[src/rtl/core/shtlp_pkg.sv]
// Package for the linear-probe name hash table: field widths, status codes,
// microcode step and condition codes, and the read-only control program.
// No dependencies; every other file of the block imports it.
package shtlp_pkg;

    localparam int CHAR_W     = 8;
    localparam int SUM_W      = 13;
    localparam int STATUS_W   = 3;
    localparam int SLOT_OUT_W = 6;

    localparam int DEF_SLOTS        = 10;
    localparam int DEF_MAX_NAME_LEN = 19;

    typedef enum logic [STATUS_W-1:0] {
        ST_INSERTED  = 3'd0,
        ST_FOUND     = 3'd1,
        ST_NOT_FOUND = 3'd2,
        ST_FULL      = 3'd3,
        ST_TOO_LONG  = 3'd4
    } t_status;

    // Steps of the control program.
    typedef enum logic [3:0] {
        S_IDLE,
        S_MUL,
        S_REM,
        S_START,
        S_INS,
        S_COPY,
        S_SRCH,
        S_SLEN,
        S_SCMP,
        S_SADV,
        S_EMIT
    } t_step;

    // Branch conditions that a control word can test.
    typedef enum logic [3:0] {
        C_NEVER,
        C_ACC_LAST,
        C_TOO_LONG,
        C_OP_SEARCH,
        C_SLOT_FREE,
        C_WRAP,
        C_LEN_NE,
        C_CHAR_NE,
        C_IDX_END,
        C_OUT_FREE
    } t_cond;

    // Status flags from the datapath to the sequencer.
    typedef struct packed {
        logic acc_last;
        logic too_long;
        logic op_search;
        logic slot_free;
        logic wrap;
        logic len_ne;
        logic char_ne;
        logic idx_end;
        logic out_free;
    } t_flags;

    // Datapath controls for the current step.
    typedef struct packed {
        logic    accept;
        logic    mul;
        logic    rem;
        logic    start;
        logic    adv;
        logic    wr;
        logic    idx_clr;
        logic    idx_inc;
        logic    emit;
        logic    st_load;
        t_status st;
    } t_ctl;

    // One control word: two prioritized conditional jumps and a fall-through.
    // The probe advance is applied only when neither jump is taken.
    typedef struct packed {
        t_cond   ca;
        t_step   ta;
        t_status sa;
        t_cond   cb;
        t_step   tb;
        t_status sb;
        t_step   tn;
        logic    accept;
        logic    mul;
        logic    rem;
        logic    start;
        logic    adv;
        logic    wr;
        logic    idx_clr;
        logic    idx_inc;
        logic    emit;
    } t_uword;

    function automatic logic f_cond(input t_cond c, input t_flags f);
        logic r;
        begin
            unique case (c)
                C_ACC_LAST:  r = f.acc_last;
                C_TOO_LONG:  r = f.too_long;
                C_OP_SEARCH: r = f.op_search;
                C_SLOT_FREE: r = f.slot_free;
                C_WRAP:      r = f.wrap;
                C_LEN_NE:    r = f.len_ne;
                C_CHAR_NE:   r = f.char_ne;
                C_IDX_END:   r = f.idx_end;
                C_OUT_FREE:  r = f.out_free;
                default:     r = 1'b0;
            endcase
            return r;
        end
    endfunction

    // The control program.
    function automatic t_uword f_uprog(input t_step s);
        t_uword w;
        begin
            w    = '0;
            w.tn = S_IDLE;
            unique case (s)
                S_IDLE: begin
                    w.accept = 1'b1;
                    w.ca     = C_ACC_LAST;
                    w.ta     = S_MUL;
                    w.tn     = S_IDLE;
                end
                S_MUL: begin
                    w.mul = 1'b1;
                    w.tn  = S_REM;
                end
                S_REM: begin
                    w.rem = 1'b1;
                    w.tn  = S_START;
                end
                S_START: begin
                    w.start = 1'b1;
                    w.ca    = C_TOO_LONG;
                    w.ta    = S_EMIT;
                    w.sa    = ST_TOO_LONG;
                    w.cb    = C_OP_SEARCH;
                    w.tb    = S_SRCH;
                    w.tn    = S_INS;
                end
                S_INS: begin
                    w.adv = 1'b1;
                    w.ca  = C_SLOT_FREE;
                    w.ta  = S_COPY;
                    w.sa  = ST_INSERTED;
                    w.cb  = C_WRAP;
                    w.tb  = S_EMIT;
                    w.sb  = ST_FULL;
                    w.tn  = S_INS;
                end
                S_COPY: begin
                    w.wr      = 1'b1;
                    w.idx_inc = 1'b1;
                    w.ca      = C_IDX_END;
                    w.ta      = S_EMIT;
                    w.sa      = ST_INSERTED;
                    w.tn      = S_COPY;
                end
                S_SRCH: begin
                    w.idx_clr = 1'b1;
                    w.ca      = C_SLOT_FREE;
                    w.ta      = S_EMIT;
                    w.sa      = ST_NOT_FOUND;
                    w.tn      = S_SLEN;
                end
                S_SLEN: begin
                    w.ca = C_LEN_NE;
                    w.ta = S_SADV;
                    w.tn = S_SCMP;
                end
                S_SCMP: begin
                    w.idx_inc = 1'b1;
                    w.ca      = C_CHAR_NE;
                    w.ta      = S_SADV;
                    w.cb      = C_IDX_END;
                    w.tb      = S_EMIT;
                    w.sb      = ST_FOUND;
                    w.tn      = S_SCMP;
                end
                S_SADV: begin
                    w.adv = 1'b1;
                    w.ca  = C_WRAP;
                    w.ta  = S_EMIT;
                    w.sa  = ST_NOT_FOUND;
                    w.tn  = S_SRCH;
                end
                S_EMIT: begin
                    w.emit = 1'b1;
                    w.ca   = C_OUT_FREE;
                    w.ta   = S_IDLE;
                    w.tn   = S_EMIT;
                end
                default: begin
                    w.tn = S_IDLE;
                end
            endcase
            return w;
        end
    endfunction

endpackage

[src/rtl/core/shtlp_seq.sv]
// Microcode sequencer of the name hash table: step register, control ROM
// lookup and two-way conditional branching on datapath flags.
// Depends on shtlp_pkg for the step codes, control words and the program.
module shtlp_seq (
    input  logic              i_clk,
    input  logic              i_rst_n,
    input  shtlp_pkg::t_flags i_flags,
    output shtlp_pkg::t_ctl   o_ctl
);
    import shtlp_pkg::*;

    t_step  r_step;
    t_step  n_step;
    t_uword uw;
    logic   take_a;
    logic   take_b;

    always_ff @(posedge i_clk) begin
        if (!i_rst_n) begin
            r_step <= S_IDLE;
        end else begin
            r_step <= n_step;
        end
    end

    always_comb begin
        uw     = f_uprog(r_step);
        take_a = f_cond(uw.ca, i_flags);
        take_b = !take_a && f_cond(uw.cb, i_flags);

        if (take_a) begin
            n_step = uw.ta;
        end else if (take_b) begin
            n_step = uw.tb;
        end else begin
            n_step = uw.tn;
        end

        o_ctl.accept  = uw.accept;
        o_ctl.mul     = uw.mul;
        o_ctl.rem     = uw.rem;
        o_ctl.start   = uw.start;
        o_ctl.adv     = uw.adv && !take_a && !take_b;
        o_ctl.wr      = uw.wr;
        o_ctl.idx_clr = uw.idx_clr;
        o_ctl.idx_inc = uw.idx_inc;
        o_ctl.emit    = uw.emit;
        o_ctl.st_load = take_a || take_b;
        o_ctl.st      = take_a ? uw.sa : uw.sb;
    end

endmodule

[config.mk]
export PLATFORM = sky130hd
export DESIGN_NAME = shtlp_seq
export DESIGN_NICKNAME = d
export VERILOG_FILES = /design/src/rtl/core/shtlp_pkg.sv /design/src/rtl/core/shtlp_seq.sv
export SDC_FILE = /design/constraint.sdc
export NUM_CORES = 1
export LEC_CHECK = 0
export BUFFER_PORTS_ARGS = -buffer_cell sky130_fd_sc_hd__buf_2
export CELL_PAD_IN_SITES_DETAIL_PLACEMENT = 1
export CELL_PAD_IN_SITES_GLOBAL_PLACEMENT = 1
export CORE_AREA = 10 10 59 51
export CTS_BUF_LIST = sky130_fd_sc_hd__clkbuf_4 sky130_fd_sc_hd__clkbuf_8
export DETAILED_ROUTE_END_ITERATION = 10
export DIE_AREA = 0 0 69 61
export PLACE_DENSITY_LB_ADDON = 0.08
export SLEW_MARGIN = 20
export SYNTH_ARGS = -nofsm -noshare
export SYNTH_HDL_FRONTEND = slang
export SYNTH_SLANG_ARGS = --single-unit
[constraint.sdc]
create_clock -name i_clk -period 2.4 [get_ports i_clk]
set_input_delay 0.36 -clock i_clk [delete_from_list [all_inputs] [get_ports i_clk]]
set_output_delay 0.36 -clock i_clk [all_outputs]
set_load 0.005 [all_outputs]
After elaboration in Yosys (flattened, before gate mapping)
Cells that the tools add are included.
{"block": "classes", "eq_ne": 28, "n_mux": 19, "n_reduce_logical": 12}
{"cell": "case mux 8 bit (9 select lines)", "count": 1}
{"cell": "== test 4 x 3 -> 1 bit, second input constant", "count": 12}
{"cell": "case mux 4 bit (8 select lines)", "count": 1}
{"cell": "== test 4 bit, second input constant", "count": 7}
{"cell": "== test 4 x 2 -> 1 bit, second input constant", "count": 6}
{"cell": "case mux 8 bit (3 select lines)", "count": 1}
{"cell": "case mux 1 bit (9 select lines)", "count": 2}
{"cell": "== test 4 x 1 -> 1 bit, second input constant", "count": 3}
{"cell": "OR reduction 2 bit", "count": 5}
{"cell": "two-way mux 1 bit", "count": 9}
{"cell": "two-way mux 4 bit", "count": 2}
{"cell": "case mux 3 bit (2 select lines)", "count": 1}
{"cell": "zero test 4 bit", "count": 1}
{"cell": "case mux 2 bit (2 select lines)", "count": 1}
{"cell": "logical AND 1 bit", "count": 3}
{"cell": "two-way mux 3 bit", "count": 1}
{"cell": "zero test 1 bit", "count": 2}
{"cell": "logical OR 1 bit", "count": 1}
{"block": "word_totals", "regBits": 4, "word_cells": 60, "out_inout_bits": 13, "in_bits": 11}

Logic depth before layout (Yosys ltp)
Gate-level depths: netlist (run 1).
{"block": "logic_depth", "word_depth": 8, "mapped_depth": 7, "ltp_nobuf": 5}

Worst setup path before layout (run 1)
Ideal clock, no wire load.
{"block": "synth_timing", "path_type": "register to output", "from": "register r_step[1]", "to": "output port o_ctl[1] in the netlist's numbering", "arrival_time_ns": 1.533, "n_path_buf": 1, "slack_ns": 0.507, "t_required_ns": 2.040, "path_stages_with_launch": 7, "cell_sequence": "dfxtp_1 -> buf_4 -> mux2i_1 -> o32ai_2 -> a211oi_4 -> mux2i_1 -> o32ai_1"}
{"element": "from (decl)", "line": "shtlp_seq.sv:12", "text": "t_step r_step;"}
{"element": "from (signal assigned)", "line": "shtlp_seq.sv:22", "text": "r_step <= n_step;"}
{"element": "to (decl)", "line": "shtlp_seq.sv:8", "text": "output shtlp_pkg::t_ctl o_ctl"}

==> results.txt, run 1 <==
Chip Width: 69 um
Layout Utilization: 44.34%
CTS tree: yes
CP Max Fanout: 10
Avg Synthesized Cell Area: 7.296 sq um
Leakage power total: 0.0003762 uW
Setup tns final: 0 ns
R2R depth: 7
Antenna viol nets, final: 0
Total GRT Usage: 11.02%
Ys async rst share: 0%
Layout cell share with drive strength beyond 1: 39.82%
Pwr Density: 1004 nW/um^2
Mapped cell area: 605.6 sq um
Synthesis warning total: 0
CP peak stage delay: 0.41 ns
Yosys reg bits: 4
Syn_nets: 94
Crit path buf inv count: 2
WP depth: 7
Site Rows: 14
Peak supply drop: 0.3519 mV
Max Slew Vio Count: 0
Via count: 788
Cells after Synth: 83
Hold WC Path Type: in2reg
DRT Pass-1 Iters: 4
Worst setup margin: 0.1451 ns
WHS Path Cells: 2
Layout Skew: 0.003591 ns
Largest regs: r_step: 4 flops
Final Hold Violating Endpoints: 0
Post-layout min period: 2.255 ns
Worst-Skew Late Latency: 0.23 ns
Nets@finish: 126
Final Setup Violations: 0
# hold bufs at CTS: 0
Outcome: complete, no violations
GRT overflow: 0
First-pass GRT wire length: 3981 um
F_max: 443.5 MHz
DRC violations left: 0
Post-DP Area: 785.8 sq um
Initial Util: 32.61%
DP HPWL: 1973 um
Commonest non-fill, non-tap cell in the layout: buf_2
Critical path launch point type: flip-flop
Die height: 61 um
DRT iter0 DRCs: 10
Part of the Yosys area used for sequential elements: 13.22%
Antenna violations before repair: 0
Largest net degree at the start of global routing: 14
Maximum clock path buffer count: 2
Max-cap viol count: 0
Die area: 4209 sq um
CP required: 2.04 ns
Crit path max-delay cell type: dfxtp_1
Most frequent cells in the layout: 23 x buf_2, 10 x buf_4, 8 x nor2_1, 6 x inv_1, 6 x nor3_1
Placeable core region: 1857 sq um
Largest Register: r_step
Total power: 826.2 uW
Max FFs per register: 4
Mean number of vias per cell: 5.752
Clock Pin Slew Worst Setup and Hold Paths: 0.03 ns
Period Utilization, post-route: 93.96%
CTS Buf Count: 3
Num ports: 24
Number of diodes: 0
Delay-heaviest family, CP: compound AO/OA/AOI/OAI gates
RD Place Congestion: 0.8289
Slew HR: 66.96%
Actual slew at the worst max-slew pin: 0.4944 ns
Cell area after layout: 823.3 sq um
Kind of critical path: reg2out
Vias in the first global route: 829
Detailed-route wire length per cell: 17.42 um
DP Worst Slack: 0.3074 ns
Clock Sinks: 4
Prevailing post-synth register cell: dfxtp_1
Type of destination of the critical path: output port
Synth-to-layout area growth: 35.95%
Cell variety after synth: 40
Post-synth EDFFs: 0
Port-buffer cells: 23
RSZ-0062 raised after global routing: false
CP cell instances: buf_4, nand3b_1, a21oi_2, a211oi_4, mux2i_1, o32ai_1, buf_2
CTS root buf: clkbuf_4
Final WL: 2387 um
H-tree depth: 1
CP Data Arrival Time: 1.89 ns
[timing repair]
| action | 4_1_cts | 5_1_grt |
|---|---|---|
| setup endpoints to repair | 0 | 2 |
| gates resized for setup | 0 | 2 |
| setup buffers | 0 | 1 |
[path summary, 6_finish.rpt]
kind	from	to	slack, ns
setup / recovery	r_step[0]	o_ctl[1]	0.15
hold / removal	i_rst_n	r_step[0]	0.37
setup reg to reg	r_step[0]	r_step[0]	0.37
hold reg to reg	r_step[3]	r_step[3]	0.79
[metrics by stage]
step	hold WS [ns]	instances
2_1_floorplan	0.4879	83
3_3_place_gp	0.6005	133
3_5_place_dp	0.6075	133
4_1_cts	0.3672	136
5_1_grt	0.3833	137
6_report	0.3700	137
[layer usage]
metal	track usage (%)	part of all wire (%)	vias to the layer above	routed length, um
met4	4.298	0.80	0	19
met1	13.78	47	389	1120
met5	0	0	-	0
met2	18.36	46	23	1104
met3	2.284	6.0	2	143
li1	-	-	374	-
[final cells by class]
| type | instances | area, sq um |
|---|---|---|
| fillers | 257 | 1033 |
| clock buffers | 3 | 22.52 |
| inverters | 6 | 22.52 |
| well taps | 24 | 30.03 |
| flip-flops and latches | 4 | 81.33 |
| multi-input cells | 67 | 476.7 |
| repair buffers | 33 | 190.2 |
[power breakdown]
part / internal [uW] / leakage (uW) / switching [uW]
registers: 87.5 / 0.0000332 / 38.8
clock network: 55.8 / 0.0000138 / 25.5
logic: 284 / 0.000329 / 334
[cell usage after synthesis (all sizes together) (2+ instances only)]
| cell type | number | share of area [%] |
|---|---|---|
| a211oi | 2 | 4.5 |
| a21oi | 5 | 4.8 |
| a22o | 2 | 2.9 |
| a22oi | 2 | 2.5 |
| and2 | 2 | 2.1 |
| buf | 4 | 4.1 |
| clkbuf | 2 | 1.2 |
| dfxtp | 4 | 13 |
| inv | 6 | 3.7 |
| mux2i | 4 | 7.2 |
| nand2 | 3 | 1.9 |
| nand2b | 2 | 2.1 |
| nand3 | 2 | 1.7 |
| nand3b | 2 | 2.5 |
| nor2 | 8 | 5.0 |
| nor2b | 2 | 2.1 |
| nor3 | 6 | 5.0 |
| o21ai | 5 | 4.1 |
| o22ai | 3 | 3.1 |
| o32ai | 2 | 4.1 |
[cells by family (layout without fill, tap and decap cells)]
group	after synthesis	after routing	share of synthesized area (%)
compound gates	29	29	37.61
buf+inv	12	42	9.090
flops	4	4	13.22
mux	5	5	9.710
simple gates	33	33	30.37
No activity file was read; power rests on OpenSTA's default activity.
==> inputs of run 2 (changes only) <==
- ABC_CLOCK_PERIOD_IN_PS: default -> 2400
- CORE_AREA: 10 10 59 51 -> 8 8 57 49
- DIE_AREA: 0 0 69 61 -> 0 0 65 57
==> run 2 against run 1 <==
Hold slack improved by 0.0053 ns. Combinational power shrank 8.7%. Register-to-register slack got worse by 0.04 ns. Critical endpoint is now o_ctl[0]. Highest routed layer is now met3. Setup slack got worse by 0.018 ns. Global-route usage up 1.9 points. Total power is 4.6% lower. Utilization down 3.5 points. Cell count down 1.5%. Clock skew about the same. Sequential power is 11% higher. Non-clock buffer count down 3.
==> results.txt, run 2 (synthesis gave the netlist of run 1 again) <==
Layout Skew: 0.003338 ns (-0.0002532 ns)
Leakage power total: 0.0003630 uW (-3.5%)
Max Slew Vio Count: 0 (unchanged)
DRT Pass-1 Iters: 4 (unchanged)
Hold WC Path Type: in2reg
Cell area after layout: 804.5 sq um (-2.3%)
GRT overflow: 0 (unchanged)
Final WL: 2337 um (-2.1%)
Largest regs: r_step: 4 flops
CP Max Fanout: 10 (unchanged)
Final Setup Violations: 0 (unchanged)
Commonest non-fill, non-tap cell in the layout: buf_2
Hold wc startpoint: i_rst_n
Final Hold Violating Endpoints: 0 (unchanged)
F_max: 439.9 MHz (-0.81%)
Setup tns final: 0 ns (unchanged)
CP Data Arrival Time: 1.91 ns (+0.02 ns)
CP cell instances: buf_4, nand3b_1, a21oi_2, a211oi_4, buf_4, o211a_1, buf_2
Actual slew at the worst max-slew pin: 0.4707 ns (-0.02371 ns)
Num ports: 24 (unchanged)
Post-layout min period: 2.273 ns (+0.01846 ns)
First-pass GRT wire length: 3926 um (-1.4%)
Placeable core region: 1971 sq um (+6.1%)
Period Utilization, post-route: 94.72% (+0.77 points)
CTS tree: yes
Kind of critical path: reg2out
CP peak stage delay: 0.44 ns (+0.03 ns)
Setup Buffers After CTS: 0 (unchanged)
Delay-heaviest family, CP: compound AO/OA/AOI/OAI gates
Clk pwr share: 10.5% (+0.7 points)
RD Place Congestion: 0.8013 (-3.3%)
Critical R2R Launch: r_step[0]
Max FFs per register: 4 (unchanged)
Crit path max-delay cell type: dfxtp_1
Type of destination of the critical path: output port
DP Cell Count: 132 (-0.75%)
Total GRT Usage: 12.90% (+1.9 points)
Site Rows: 15 (+1)
Mean number of vias per cell: 5.511 (-4.2%)
Port-buffer cells: 23 (unchanged)
Antenna viol nets, final: 0 (unchanged)
Number of diodes: 0 (unchanged)
CTS root buf: clkbuf_4
Clock Pin Slew Worst Setup and Hold Paths: 0.04 ns (about the same)
Outcome: complete, no violations
Peak supply drop: 0.4328 mV (+23%)
Die area: 3705 sq um (-12%)
Via count: 744 (-5.6%)
Crit path buf inv count: 3 (+1)
CP required: 2.04 ns (about the same)
Flop pwr share: 17.8% (+2.5 points)
Crit path from: r_step[0]
Final hold slack: 0.3753 ns (+0.005295 ns)
Worst-Skew Late Latency: 0.23 ns (about the same)
Critical path launch point type: flip-flop
Antenna violations before repair: 0 (unchanged)
DRT iter0 DRCs: 27 (+17)
Logic pwr share: 71.7% (-3.2 points)
Total power: 788.2 uW (-4.6%)
Chip Width: 65 um (-5.8%)
Die height: 57 um (-6.6%)
Layout cell share with drive strength beyond 1: 40.00% (+0.18 points)
Most frequent cells in the layout: 23 x buf_2, 8 x nor2_1, 7 x buf_4, 6 x inv_1, 6 x nor3_1
Clock Sinks: 4 (unchanged)
NetSw: 385.8 uW (-3.2%)
Fill cells: 257 (unchanged)
Initial Util: 30.73% (-1.9 points)
Worst R2R Setup Slack: 0.33 ns (-0.04 ns)
Maximum clock path buffer count: 2 (unchanged)
DP HPWL: 1885 um (-4.5%)
Max-cap viol count: 0 (unchanged)
Layout Cells excl Fill: 135 (-1.5%)
CTS Buf Count: 3 (unchanged)
Sw Ratio: 48.95% (+0.72 points)
Detailed-route wire length per cell: 17.31 um (-0.64%)
DRC violations left: 0 (unchanged)
Nets@finish: 123 (-2.4%)
Largest net degree at the start of global routing: 14 (unchanged)
Synth-to-layout area growth: 32.85%
Slew HR: 68.54% (+1.6 points)
Most frequent CP cell: buf_4
Vias in the first global route: 824 (-0.60%)
H-tree depth: 1 (unchanged)
Pwr Density: 979.7 nW/um^2 (-2.4%)
RSZ-0062 raised after global routing: false
Internal power: 402.3 uW (-5.9%)
Post-DP Area: 772.0 sq um (-1.8%)
Largest Register: r_step
run 2: cell count changes in the layout (fill, tap and decap cells not counted):
cell,delta
dfxtp_1,-2
buf_4,-3
dfxtp_2,+2
run 2: timing repair:
action / CTS / global route
endpoints found under the hold margin: 0 / 0
pin swaps: 0 / 1
resized for setup: 1 / 3
hold buffers: 0 / 0
setup endpoints to repair: 1 / 3
run 2: per-stage QoR:
step | worst slack [ns] | util [%]
after global routing | 0.008348 | 40.83
final | 0.1266 | 40.83
after detailed placement | 0.2525 | 39.17
after global placement | 0.2815 | 39.17
after CTS | 0.02163 | 40.63
after floorplan | 0.5066 | -
run 2: area by class of cell:
class                           instances  area, sq um  share of cell area, %
Multi-Input combinational cell         67        476.7                  59.25
Timing Repair Buffer                   30        167.7                  20.84
Clock buffer                            3        22.52                  2.799
Sequential cell                         4        83.83                  10.42
Tap cell                               25        31.28                  3.888
Inverter                                6        22.52                  2.799
run 2: final timing paths:
kind / to / cells past startpoint
setup reg to reg: r_step[0] / 7
setup / recovery: o_ctl[0] / 7
hold / removal: r_step[0] / 2
hold reg to reg: r_step[0] / 3
run 2: power by group through the flow:
stage | logic, uW | registers, uW | clock network, uW
6_report | 565 | 140 | 82.8
5_1_grt | 625 | 143 | 95.3
4_1_cts | 568 | 135 | 87.0
3_5_place_dp | 559 | 136 | 0
3_3_place_gp | 557 | 134 | 0
2_1_floorplan | 408 | 99.5 | 0
run 2: per-layer routing:
metal  global-route usage (%)  routed length [um]  vias up
li1                         -                   -      373
met1                    16.03                1100      354
met2                    22.52                1146       17
met3                    1.563                  90        0
met4                    3.727                   0        0
met5                        0                   0        -
==> inputs of run 3 (changes only) <==
- CORE_AREA: 8 8 57 49 -> 2 2 51 43
- DIE_AREA: 0 0 65 57 -> 0 0 53 45
==> run 3 against run 2 <==
Hold slack got worse by 0.0018 ns. Sequential power down 6%. Cell count unchanged. Design area is 0.78% higher. Critical path type unchanged. Largest power group unchanged.
==> results.txt, run 3 (synthesis gave the netlist of run 1 again) <==
Pwr Density: 988.2 nW/um^2 (+0.87%)
Actual slew at the worst max-slew pin: 0.4891 ns (+0.01840 ns)
Clock Pin Slew Worst Setup and Hold Paths: 0.04 ns (about the same)
Final Hold Violating Endpoints: 0 (unchanged)
Critical R2R Launch: r_step[1]
Number of diodes: 0 (unchanged)
Global-route track usage on met3: 2.318% (+0.76 points)
Worst R2R Setup Slack: 0.38 ns (+0.05 ns)
Met2 Use GR: 35.75% (+13 points)
Largest net degree at the start of global routing: 16 (+2)
RD Place Congestion: 0.8875 (+11%)
Met1 GRT Util: 29.70% (+14 points)
Antenna violations before repair: 0 (unchanged)
Via count: 770 (+3.5%)
Die area: 2385 sq um (-36%)
CP required: 2.04 ns (about the same)
R2R depth: 6 (-1)
Fill cells: 235 (-8.6%)
Largest regs: r_step: 4 flops
Most frequent cells in the layout: 23 x buf_2, 8 x nor2_1, 8 x buf_4, 6 x inv_1, 6 x nor3_1
F_max: 445.1 MHz (+1.2%)
Crit path max-delay cell type: dfxtp_1
GRT overflow: 0 (unchanged)
Layout Utilization: 44.08% (+3.3 points)
WHS Path Cells: 2 (unchanged)
Post-CTS resize count: 0 (-1)
Hold wc startpoint: i_rst_n
First-pass GRT wire length: 3657 um (-6.9%)
Final hold slack: 0.3736 ns (-0.001778 ns)
Synth-to-layout area growth: 33.88%
Worst-Skew Late Latency: 0.24 ns (about the same)
Maximum clock path buffer count: 2 (unchanged)
Site Rows: 14 (-1)
Max-cap viol count: 0 (unchanged)
Gr busiest metal: met2
CP cell instances: buf_4, nand3b_1, a21oi_2, a211oi_4, buf_4, nand2_1, nor2_1, buf_2
Commonest non-fill, non-tap cell in the layout: buf_2
Final WL: 2246 um (-3.9%)
H-tree depth: 1 (unchanged)
Delay-heaviest family, CP: buffers and inverters
DP Worst Slack: 0.2768 ns (+0.02429 ns)
DP Cell Count: 132 (unchanged)
Antenna viol nets, final: 0 (unchanged)
Setup tns final: 0 ns (unchanged)
DRT Pass-1 Iters: 4 (unchanged)
CP peak stage delay: 0.39 ns (-0.05 ns)
Layout Skew: 0.002260 ns (-0.001078 ns)
Mean number of vias per cell: 5.704 (+3.5%)
Vias in the first global route: 756 (-8.3%)
Kind of critical path: reg2out
CTS tree: yes
Crit path buf inv count: 3 (unchanged)
DRC violations left: 0 (unchanged)
Multi-input logic area: 476.7 sq um (unchanged)
Num ports: 24 (unchanged)
Clock Sinks: 4 (unchanged)
Most frequent CP cell: buf_4
Critical path launch point type: flip-flop
CTS Buf Count: 3 (unchanged)
RSZ-0062 raised after global routing: false
Largest Register: r_step
DP HPWL: 1761 um (-6.6%)
# hold bufs at CTS: 0 (unchanged)
WP depth: 8 (+1)
CTS root buf: clkbuf_4
Register area: 83.83 sq um (unchanged)
Worst setup margin: 0.1535 ns (+0.02686 ns)
Final Setup Violations: 0 (unchanged)
Nets@finish: 124 (+0.81%)
Max FFs per register: 4 (unchanged)
DRT iter0 DRCs: 23 (-15%)
Initial Util: 32.93% (+2.2 points)
Port-buffer cells: 23 (unchanged)
Crit path from: r_step[0]
Slew HR: 67.31% (-1.2 points)
Hold WC Path Type: in2reg
Die height: 45 um (-21%)
CP Data Arrival Time: 1.89 ns (-0.02 ns)
Layout cell share with drive strength beyond 1: 40.54% (+0.54 points)
RR Endpoint: r_step[0]
Setup Buffers After CTS: 0 (unchanged)
Detailed-route wire length per cell: 16.64 um (-3.9%)
Max Slew Vio Count: 0 (unchanged)
Period Utilization, post-route: 93.61% (-1.1 points)
Leakage power total: 0.0003684 uW (+1.5%)
Post-layout min period: 2.247 ns (-0.02686 ns)
Outcome: complete, no violations
Total GRT Usage: 21.13% (+8.2 points)
WHS Endpoint: r_step[0]
Placeable core region: 1839 sq um (-6.7%)
Chip Width: 53 um (-18%)
CP Max Fanout: 10 (unchanged)
Layout Cells excl Fill: 135 (unchanged)
Peak supply drop: 0.3447 mV (-20%)
Type of destination of the critical path: output port
run 3: cell types whose count changed in the layout (fill, tap and decap cells not counted), sizes merged:
cell | previous run | this run
buf | 30 | 31
run 3: how the worst max path moves through the flow:
stage,slack [ns],end
after global routing,0.02,o_ctl[8]
after floorplan,0.51,o_ctl[1]
final,0.15,o_ctl[8]
after global placement,0.31,r_step[0]
after CTS,0.003,o_ctl[8]
after detailed placement,0.28,r_step[0]
run 3: per-stage QoR:
step                      total power, uW  area [sq um]
after floorplan                     507.8         605.6
after global placement              690.2         778.2
after detailed placement            701.7         778.2
after CTS                           793.6         800.8
after global routing                873.2         810.8
final                               801.2         810.8
run 3: layout make-up:
cell class / instances / area share, %
multi-input combinational: 67 / 58.80
timing repair buffer: 31 / 21.60
sequential: 4 / 10.34
tap: 24 / 3.704
clock buffer: 3 / 2.778
inverter: 6 / 2.778
run 3: worst reg2reg max path: cells and delay by family (launching register included):
family / cells / cell delay (ns)
and+or+nand+nor: 1 / 0.30
buffers and inverters: 1 / 0.19
DFF: 1 / 0.36
muxes: 1 / 0.29
AOI/OAI and AO/OA: 3 / 0.77
run 3: layer usage:
layer	vias to the layer above	part of all wire, %
met5	-	0
met4	0	0
met2	25	48
met3	0	4.3
li1	371	-
met1	374	47
run 3: report_power, final:
group / internal [uW] / switching (uW) / total (uW) / leakage, uW
sequential: 90.0 / 42.4 / 132 / 0.0000341
combinational: 259 / 323 / 582 / 0.000321
clock: 56.2 / 30.6 / 86.7 / 0.0000138
total: 406 / 396 / 801 / 0.000368
